`src/rtl/ghe_pkg.sv`:
```
package ghe_pkg;

   // field widths
   localparam int LAT_W  = 31;
   localparam int LON_W  = 32;
   localparam int HEAD_W = 16;
   localparam int MOVE_W = 16;

   // internal widths
   localparam int ANG_W  = 35;   // folded angle, degrees * 1e7
   localparam int XY_W   = 48;   // cordic x and y
   localparam int Z_W    = 36;   // cordic angle, Q30 radians
   localparam int TRIG_W = 34;   // stored sine and cosine, Q30
   localparam int MUL_W  = 34;   // multiplier operand
   localparam int PROD_W = 64;   // kept product
   localparam int H_W    = 61;   // clamped haversine term, Q60
   localparam int SQ_W   = 64;   // square root working registers
   localparam int CNT_W  = 6;
   localparam int SLOT_W = 3;

   localparam int unsigned CORDIC_ITER_DEF = 24;
   localparam int unsigned SQRT_STEPS      = 32;

   // constants
   localparam logic signed [XY_W-1:0]   CORDIC_KINV      = 48'sd652032874;
   localparam logic signed [Z_W-1:0]    HALF_PI_Q30      = 36'sd1686629713;
   localparam logic signed [MUL_W-1:0]  RAD_SCALE        = 34'sd2012227630;
   localparam logic signed [MUL_W-1:0]  EARTH_DIAMETER_M = 34'sd12732000;
   localparam logic signed [ANG_W-1:0]  TURN_E7          = 35'sd3600000000;
   localparam logic signed [Z_W-1:0]    HEAD_ROUND       = 36'sd65536;
   localparam logic signed [Z_W-1:0]    HEAD_MAX         = 36'sd25736;
   localparam logic signed [Z_W-1:0]    HEAD_MIN         = -36'sd25736;
   localparam logic signed [PROD_W-1:0] ONE_Q60          = 64'sh1000_0000_0000_0000;
   localparam logic [MOVE_W-1:0]        MOVE_RESET       = 16'd10;

   // trig job slots
   localparam logic [SLOT_W-1:0] SLOT_REF       = 3'd0;
   localparam logic [SLOT_W-1:0] SLOT_FIX       = 3'd1;
   localparam logic [SLOT_W-1:0] SLOT_DLAT      = 3'd2;
   localparam logic [SLOT_W-1:0] SLOT_DLON_HALF = 3'd3;
   localparam logic [SLOT_W-1:0] SLOT_DLON      = 3'd4;

   typedef enum logic [5:0] {
      S_IDLE, S_FIRST, S_FOLD_LOAD, S_FOLD_WRAP, S_FOLD_QTR, S_ZMUL, S_ROT_INIT, S_ROT,
      S_ROT_STORE, S_HS1, S_HS2, S_HS3, S_HS4, S_HS5, S_CLAMP, S_SQ1, S_SQ_NEXT, S_SQ2,
      S_VEC_INIT, S_VEC, S_DIST_MUL, S_DIST_CMP, S_B1, S_B2, S_B3, S_B4, S_B5, S_HEAD,
      S_DONE
   } state_type;

   typedef enum logic [4:0] {
      OP_NONE, OP_FIRST, OP_FOLD_LOAD, OP_FOLD_WRAP, OP_FOLD_QTR, OP_ROT_INIT, OP_ROT_STEP,
      OP_ROT_STORE, OP_HS_ACC0, OP_HS_SUM, OP_CLAMP, OP_SQ_STEP, OP_SQ_NEXT, OP_VEC_DIST,
      OP_VEC_BEAR, OP_VEC_STEP, OP_BY, OP_BX, OP_BX_SUB, OP_HEAD, OP_EMIT
   } dp_op_type;

   typedef enum logic [3:0] {
      MUL_ANG_RAD, MUL_S1_S1, MUL_CA_CB, MUL_PROD_S2, MUL_PROD_CDL, MUL_HALF_DIST,
      MUL_SDL_CB, MUL_CA_SB, MUL_SA_CB
   } mul_sel_type;

   typedef struct packed {
      logic              load;
      dp_op_type         op;
      logic              mul_en;
      mul_sel_type       mul_sel;
      logic [SLOT_W-1:0] slot;
      logic [CNT_W-1:0]  iter;
   } dp_cmd_type;

   typedef struct packed {
      logic ref_valid;
      logic ang_in_range;
      logic moved;
   } dp_stat_type;

   // elementary cordic angle, Q30
   function automatic logic signed [Z_W-1:0] atan_step(input logic [CNT_W-1:0] i);
      logic signed [Z_W-1:0] r;
      unique case (i)
         6'd0: r = 36'sd843314857;
         6'd1: r = 36'sd497837829;
         6'd2: r = 36'sd263043837;
         6'd3: r = 36'sd133525159;
         6'd4: r = 36'sd67021687;
         6'd5: r = 36'sd33543516;
         6'd6: r = 36'sd16775851;
         6'd7: r = 36'sd8388437;
         6'd8: r = 36'sd4194283;
         6'd9: r = 36'sd2097149;
         default: r = (i <= 6'd30) ? (Z_W'(1) << (6'd30 - i)) : '0;
      endcase
      return r;
   endfunction

endpackage

```
`src/rtl/ghe_ctrl.sv`:
```
module ghe_ctrl import ghe_pkg::*; #(
   parameter int unsigned CORDIC_ITERATIONS = CORDIC_ITER_DEF
) (
   input  logic        clock,
   input  logic        reset,
   input  logic        req_valid,
   output logic        req_ready,
   output logic        rsp_valid,
   input  logic        rsp_ready,
   output dp_cmd_type  cmd,
   input  dp_stat_type stat
);

   localparam logic [CNT_W-1:0] LAST_ITER = CNT_W'(CORDIC_ITERATIONS - 1);
   localparam logic [CNT_W-1:0] LAST_SQ   = CNT_W'(SQRT_STEPS - 1);

   state_type         state_ff, state_in;
   logic [CNT_W-1:0]  cnt_ff, cnt_in;
   logic [SLOT_W-1:0] slot_ff, slot_in;
   logic              rsp_valid_ff, rsp_valid_in;
   logic              out_free;

   assign out_free  = !rsp_valid_ff || rsp_ready;
   assign rsp_valid = rsp_valid_ff;

   // next state
   always_comb begin
      state_in = state_ff;
      cnt_in   = '0;
      slot_in  = slot_ff;
      unique case (state_ff)
         S_IDLE: begin
            slot_in = SLOT_REF;
            if (req_valid) begin
               state_in = stat.ref_valid ? S_FOLD_LOAD : S_FIRST;
            end
         end
         S_FIRST:     state_in = S_DONE;
         S_FOLD_LOAD: state_in = S_FOLD_WRAP;
         S_FOLD_WRAP: begin
            if (stat.ang_in_range) begin
               state_in = S_FOLD_QTR;
            end
         end
         S_FOLD_QTR:  state_in = S_ZMUL;
         S_ZMUL:      state_in = S_ROT_INIT;
         S_ROT_INIT:  state_in = S_ROT;
         S_ROT: begin
            if (cnt_ff == LAST_ITER) begin
               state_in = S_ROT_STORE;
            end else begin
               cnt_in = cnt_ff + 1'b1;
            end
         end
         S_ROT_STORE: begin
            slot_in = slot_ff + 1'b1;
            if (slot_ff == SLOT_DLON_HALF) begin
               state_in = S_HS1;
            end else if (slot_ff == SLOT_DLON) begin
               state_in = S_B1;
            end else begin
               state_in = S_FOLD_LOAD;
            end
         end
         S_HS1:   state_in = S_HS2;
         S_HS2:   state_in = S_HS3;
         S_HS3:   state_in = S_HS4;
         S_HS4:   state_in = S_HS5;
         S_HS5:   state_in = S_CLAMP;
         S_CLAMP: state_in = S_SQ1;
         S_SQ1: begin
            if (cnt_ff == LAST_SQ) begin
               state_in = S_SQ_NEXT;
            end else begin
               cnt_in = cnt_ff + 1'b1;
            end
         end
         S_SQ_NEXT: state_in = S_SQ2;
         S_SQ2: begin
            if (cnt_ff == LAST_SQ) begin
               state_in = S_VEC_INIT;
            end else begin
               cnt_in = cnt_ff + 1'b1;
            end
         end
         S_VEC_INIT: state_in = S_VEC;
         S_VEC: begin
            if (cnt_ff == LAST_ITER) begin
               state_in = (slot_ff == SLOT_DLON) ? S_DIST_MUL : S_HEAD;
            end else begin
               cnt_in = cnt_ff + 1'b1;
            end
         end
         S_DIST_MUL: state_in = S_DIST_CMP;
         S_DIST_CMP: state_in = stat.moved ? S_FOLD_LOAD : S_DONE;
         S_B1:       state_in = S_B2;
         S_B2:       state_in = S_B3;
         S_B3:       state_in = S_B4;
         S_B4:       state_in = S_B5;
         S_B5:       state_in = S_VEC_INIT;
         S_HEAD:     state_in = S_DONE;
         S_DONE: begin
            if (out_free) begin
               state_in = S_IDLE;
            end
         end
         default:    state_in = S_IDLE;
      endcase
   end

   // datapath commands
   always_comb begin
      req_ready   = 1'b0;
      cmd.load    = 1'b0;
      cmd.op      = OP_NONE;
      cmd.mul_en  = 1'b0;
      cmd.mul_sel = MUL_ANG_RAD;
      cmd.slot    = slot_ff;
      cmd.iter    = cnt_ff;
      unique case (state_ff)
         S_IDLE: begin
            req_ready = 1'b1;
            cmd.load  = req_valid;
         end
         S_FIRST:     cmd.op = OP_FIRST;
         S_FOLD_LOAD: cmd.op = OP_FOLD_LOAD;
         S_FOLD_WRAP: cmd.op = OP_FOLD_WRAP;
         S_FOLD_QTR:  cmd.op = OP_FOLD_QTR;
         S_ZMUL: begin
            cmd.mul_en  = 1'b1;
            cmd.mul_sel = MUL_ANG_RAD;
         end
         S_ROT_INIT:  cmd.op = OP_ROT_INIT;
         S_ROT:       cmd.op = OP_ROT_STEP;
         S_ROT_STORE: cmd.op = OP_ROT_STORE;
         S_HS1: begin
            cmd.mul_en  = 1'b1;
            cmd.mul_sel = MUL_S1_S1;
         end
         S_HS2: begin
            cmd.op      = OP_HS_ACC0;
            cmd.mul_en  = 1'b1;
            cmd.mul_sel = MUL_CA_CB;
         end
         S_HS3, S_HS4: begin
            cmd.mul_en  = 1'b1;
            cmd.mul_sel = MUL_PROD_S2;
         end
         S_HS5:      cmd.op = OP_HS_SUM;
         S_CLAMP:    cmd.op = OP_CLAMP;
         S_SQ1:      cmd.op = OP_SQ_STEP;
         S_SQ_NEXT:  cmd.op = OP_SQ_NEXT;
         S_SQ2:      cmd.op = OP_SQ_STEP;
         S_VEC_INIT: cmd.op = (slot_ff == SLOT_DLON) ? OP_VEC_DIST : OP_VEC_BEAR;
         S_VEC:      cmd.op = OP_VEC_STEP;
         S_DIST_MUL: begin
            cmd.mul_en  = 1'b1;
            cmd.mul_sel = MUL_HALF_DIST;
         end
         S_DIST_CMP: cmd.op = OP_NONE;
         S_B1: begin
            cmd.mul_en  = 1'b1;
            cmd.mul_sel = MUL_SDL_CB;
         end
         S_B2: begin
            cmd.op      = OP_BY;
            cmd.mul_en  = 1'b1;
            cmd.mul_sel = MUL_CA_SB;
         end
         S_B3: begin
            cmd.op      = OP_BX;
            cmd.mul_en  = 1'b1;
            cmd.mul_sel = MUL_SA_CB;
         end
         S_B4: begin
            cmd.mul_en  = 1'b1;
            cmd.mul_sel = MUL_PROD_CDL;
         end
         S_B5:       cmd.op = OP_BX_SUB;
         S_HEAD:     cmd.op = OP_HEAD;
         S_DONE:     cmd.op = out_free ? OP_EMIT : OP_NONE;
         default:    cmd.op = OP_NONE;
      endcase
   end

   // result word valid
   always_comb begin
      rsp_valid_in = rsp_valid_ff && !rsp_ready;
      if (state_ff == S_DONE && out_free) begin
         rsp_valid_in = 1'b1;
      end
   end

   always_ff @(posedge clock) begin
      if (reset) begin
         state_ff     <= S_IDLE;
         cnt_ff       <= '0;
         slot_ff      <= SLOT_REF;
         rsp_valid_ff <= 1'b0;
      end else begin
         state_ff     <= state_in;
         cnt_ff       <= cnt_in;
         slot_ff      <= slot_in;
         rsp_valid_ff <= rsp_valid_in;
      end
   end

endmodule

```
`config.mk`:
```
export PLATFORM = sky130hd
export DESIGN_NAME = ghe_ctrl
export DESIGN_NICKNAME = d
export VERILOG_FILES = /design/src/rtl/ghe_pkg.sv /design/src/rtl/ghe_ctrl.sv
export SDC_FILE = /design/constraint.sdc
export NUM_CORES = 1
export LEC_CHECK = 0
export ABC_CLOCK_PERIOD_IN_PS = 2800
export BUFFER_PORTS_ARGS = -buffer_cell sky130_fd_sc_hd__buf_2
export CAP_MARGIN = 25
export CORE_ASPECT_RATIO = 0.8
export CORE_UTILIZATION = 55
export DETAILED_ROUTE_END_ITERATION = 8
export PLACE_DENSITY_LB_ADDON = 0.25
export SKIP_CTS_REPAIR_TIMING = 1
export SLEW_MARGIN = 40
export SYNTH_ARGS = -nofsm -noshare
export SYNTH_HDL_FRONTEND = slang
export SYNTH_SLANG_ARGS = --single-unit
export TNS_END_PERCENT = 5
```
`constraint.sdc`:
```
create_clock -name clock -period 2.8 [get_ports clock]
set_clock_uncertainty 0.2 [all_clocks]
set_input_delay 0 -clock clock [delete_from_list [all_inputs] [get_ports clock]]
set_output_delay 0 -clock clock [all_outputs]
set_load 0.01 [all_outputs]
```
==> key figures <==
Hold path
  – Tightest Hold Check Type: input pin to flip-flop

Setup path
  – Critical path capture point type: primary output
  – WP data required: 2600 ps
  – Nature of the critical path startpoint: flip-flop
  – WS Path Type: flip-flop to primary output
  – Largest fanout on the critical path: 21
  – CP arrival: 2060 ps

GRT
  – Gr ovfl total: 0
  – First-pass GRT wire length: 6460 um
  – Total GRT Usage: 0.285
  – Largest net degree at the start of global routing: 32
  – Vias in the first global route: 1456
  – Initial antenna violation count: 0

Power
  – Lkg Pwr: 0.000678 uW
  – Int Power: 654 uW
  – Sw Share: 0.504
  – Clock share of power: 0.096
  – Psw: 664 uW
  – Gate power share: 0.680
  – Reg power frac: 0.224
  – VDD IR-drop max: 374 uV
  – Power per Cell Area: 771 mW/mm^2

Yosys
  – Synthesized cell area: 0.00152 sq mm
  – Most used flip-flop cell after synthesis: dfxtp_1
  – Number of synthesized flops with an enable pin: 0
  – Synth Area per Inst: 6.89 sq um
  – Post-Synthesis Cells: 220
  – Largest cells by area after synthesis: dfxtp_1 20%, nor2_1 7.4%, nand2_1 5.7%
  – Syn nets: 231
  – Yosys warns: 0
  – Post-synthesis register bit count: 15
  – Register area share after synthesis: 0.198
  – Synth async-reset ratio: 0
  – Synth cell types: 55
  – Post-synth top area share: 0.198
  – Synth area leader: dfxtp_1

CTS
  – Worst-Skew Late Latency: 280 ps
  – Clk pin slew, worst setup/hold paths: 90 ps
  – H-tree depth: 1
  – CTS tree: yes
  – Max clock buf depth: 2
  – CTS buffer count: 3
  – Clk sink count: 15
  – CTS root buf: clkbuf_4

Final layout
  – Antenna fix cells: 0
  – Synth-to-Final Area Change: 12.8%
  – Final nets: 255
  – Reg area: 300 sq um
  – # fillers: 245
  – Share of cells above drive strength 1: 0.202
  – Area of the multi-input gates: 0.00108 sq mm

Timing
  – Fmax: 0.442 GHz
  – Post-route setup TNS: 0 ps
  – Final Slew Violations: 0
  – Final worst slack: 539 ps
  – Final Critical Period: 2260 ps
  – Worst-Margin Slew: 482 ps
  – Final period util: 0.808
  – Fin. Hold Viols: 0
  – Unrepaired setup endpoints after global routing: no
  – Slew HR: 0.679
  – # setup viols final: 0

Routing
  – DR DRC count: 0
  – Vias: 1668
  – Top Metal Used: met4
  – Routed metal-1 wire length: 1850 um
  – Vias/cell: 5.98
  – WL final: 3960 um
  – DR WL/cell: 14.2 um
  – Met3 routed WL: 410 um
  – Met2 wire length: 1670 um
  – DR iter-0 viols: 186
  – Antenna viol nets, final: 0
  – DRT Pass-1 Iters: 4

Place
  – Post-DP HPWL: 2880 um
  – Pre-CTS setup slack: 600 ps
  – Gpl congestion: 0.937
  – Buffers added on ports: 28

Die
  – Die X: 60.7 um
  – Initial Util: 0.601
  – Die ar.: 0.00297 sq mm
  – Row count: 16
  – Core Region: 0.00252 sq mm
  – Die Y: 49.0 um
  – # IOs: 29

Run status
  – Outcome: completed

Job
  – Max Cap Violations: 0
==> power groups by stage <==
stage | sequential [uW] | combinational (uW) | clock (uW)
after floorplan | 263 | 713 | 0
after global placement | 298 | 866 | 0
after detailed placement | 299 | 870 | 0
after CTS | 295 | 875 | 130
after global routing | 304 | 978 | 144
final | 295 | 897 | 126
==> synthesized netlist by cell type, types with 3 or more instances <==
library cell,n
inv_1,10
xnor2_1,3
buf_2,12
nand3_1,5
nand2_1,23
ha_1,4
a21o_1,3
clkbuf_1,3
nor2b_1,4
nor3_1,3
dfxtp_1,15
nor3b_1,3
nand2b_1,13
a31oi_1,5
o22ai_1,4
o21ai_0,17
nor2_1,30
a21oi_1,17
==> kinds of logic (layout without fill, tap and decap cells) <==
group                    count (synthesis)  after routing  share of synthesized area
multiplexers                             4              4                     0.0305
XOR/XNOR                                 4              4                     0.0231
adder cells (fa/ha/maj)                  4              4                     0.0330
AO/OA/AOI/OAI                           70             70                      0.315
flip-flops                              15             15                      0.198
AND/OR/NAND/NOR                         94             94                      0.311
buffers and inverters                   29             52                     0.0891
==> flip-flops by register name, summed over array words and instances, names as in the netlist <==
signal and cells:
state_ff 5, cnt_ff 6, rsp_valid 1, slot_ff 3
==> worst max-delay path: stages (launching register included) <==
cell,delay (ps)
dfxtp_1,390
buf_4,240
nor2_1,390
nand3_1,300
nor2_1,180
and2_1,140
buf_2,120
==> routing by layer <==
layer  GRT usage  vias to the layer above
met1       0.411                      746
li1            -                      829
met2       0.388                       86
met3       0.106                        7
met4      0.0833                        0
met5           0                        -
==> layout by cell type, fill, tap and decap left out, types with 2 or more instances in the layout <==
master          n
nand2b_1       13
dfxtp_1        15
nand2_1        23
inv_1          10
buf_2          28
nor4_1          2
or2_1           2
nor3b_1         3
a21o_1          3
o2bb2ai_1       2
nor2b_1         4
a211o_1         2
nand3_1         5
buf_4           8
o21ai_0        17
ha_1            4
and2_1          2
a21oi_1        17
clkbuf_4        3
xnor2_1         3
a221oi_1        2
o31ai_2         2
nor2_1         30
mux2i_1         2
a31oi_1         5
o22ai_1         4
nor3_1          3
dlygate4sd3_1   2
==> per-stage QoR <==
| stage | instance area, sq um | hold slack (ps) | util | power, uW | instances |
|---|---|---|---|---|---|
| finish | 1710 | 73.5 | 0.678 | 1320 | 279 |
| detailed placement | 1660 | 122 | 0.660 | 1170 | 273 |
| floorplan | 1520 | -55.6 | - | 976 | 220 |
| global placement | 1660 | 121 | 0.660 | 1160 | 273 |
| global route | 1710 | 66.8 | 0.678 | 1430 | 279 |
| CTS | 1690 | -184 | 0.670 | 1300 | 277 |
==> path summary, 6_finish.rpt <==
path | from | endpoint | slack [ps] | cells past startpoint
setup / recovery | state_ff[1] | cmd[19] | 540 | 6
hold / removal | stat[1] | state_ff[4] | 70 | 5
setup reg to reg | state_ff[1] | state_ff[3] | 560 | 6
hold reg to reg | cnt_ff[0] | cnt_ff[0] | 280 | 1
==> final cells by class <==
cell class,count,share of cell area
multi-input combinational,176,0.632
sequential,15,0.176
timing repair buffer,38,0.129
tap,36,0.0263
inverter,10,0.0219
clock buffer,4,0.0154
Power figures use the tool's default switching activity.
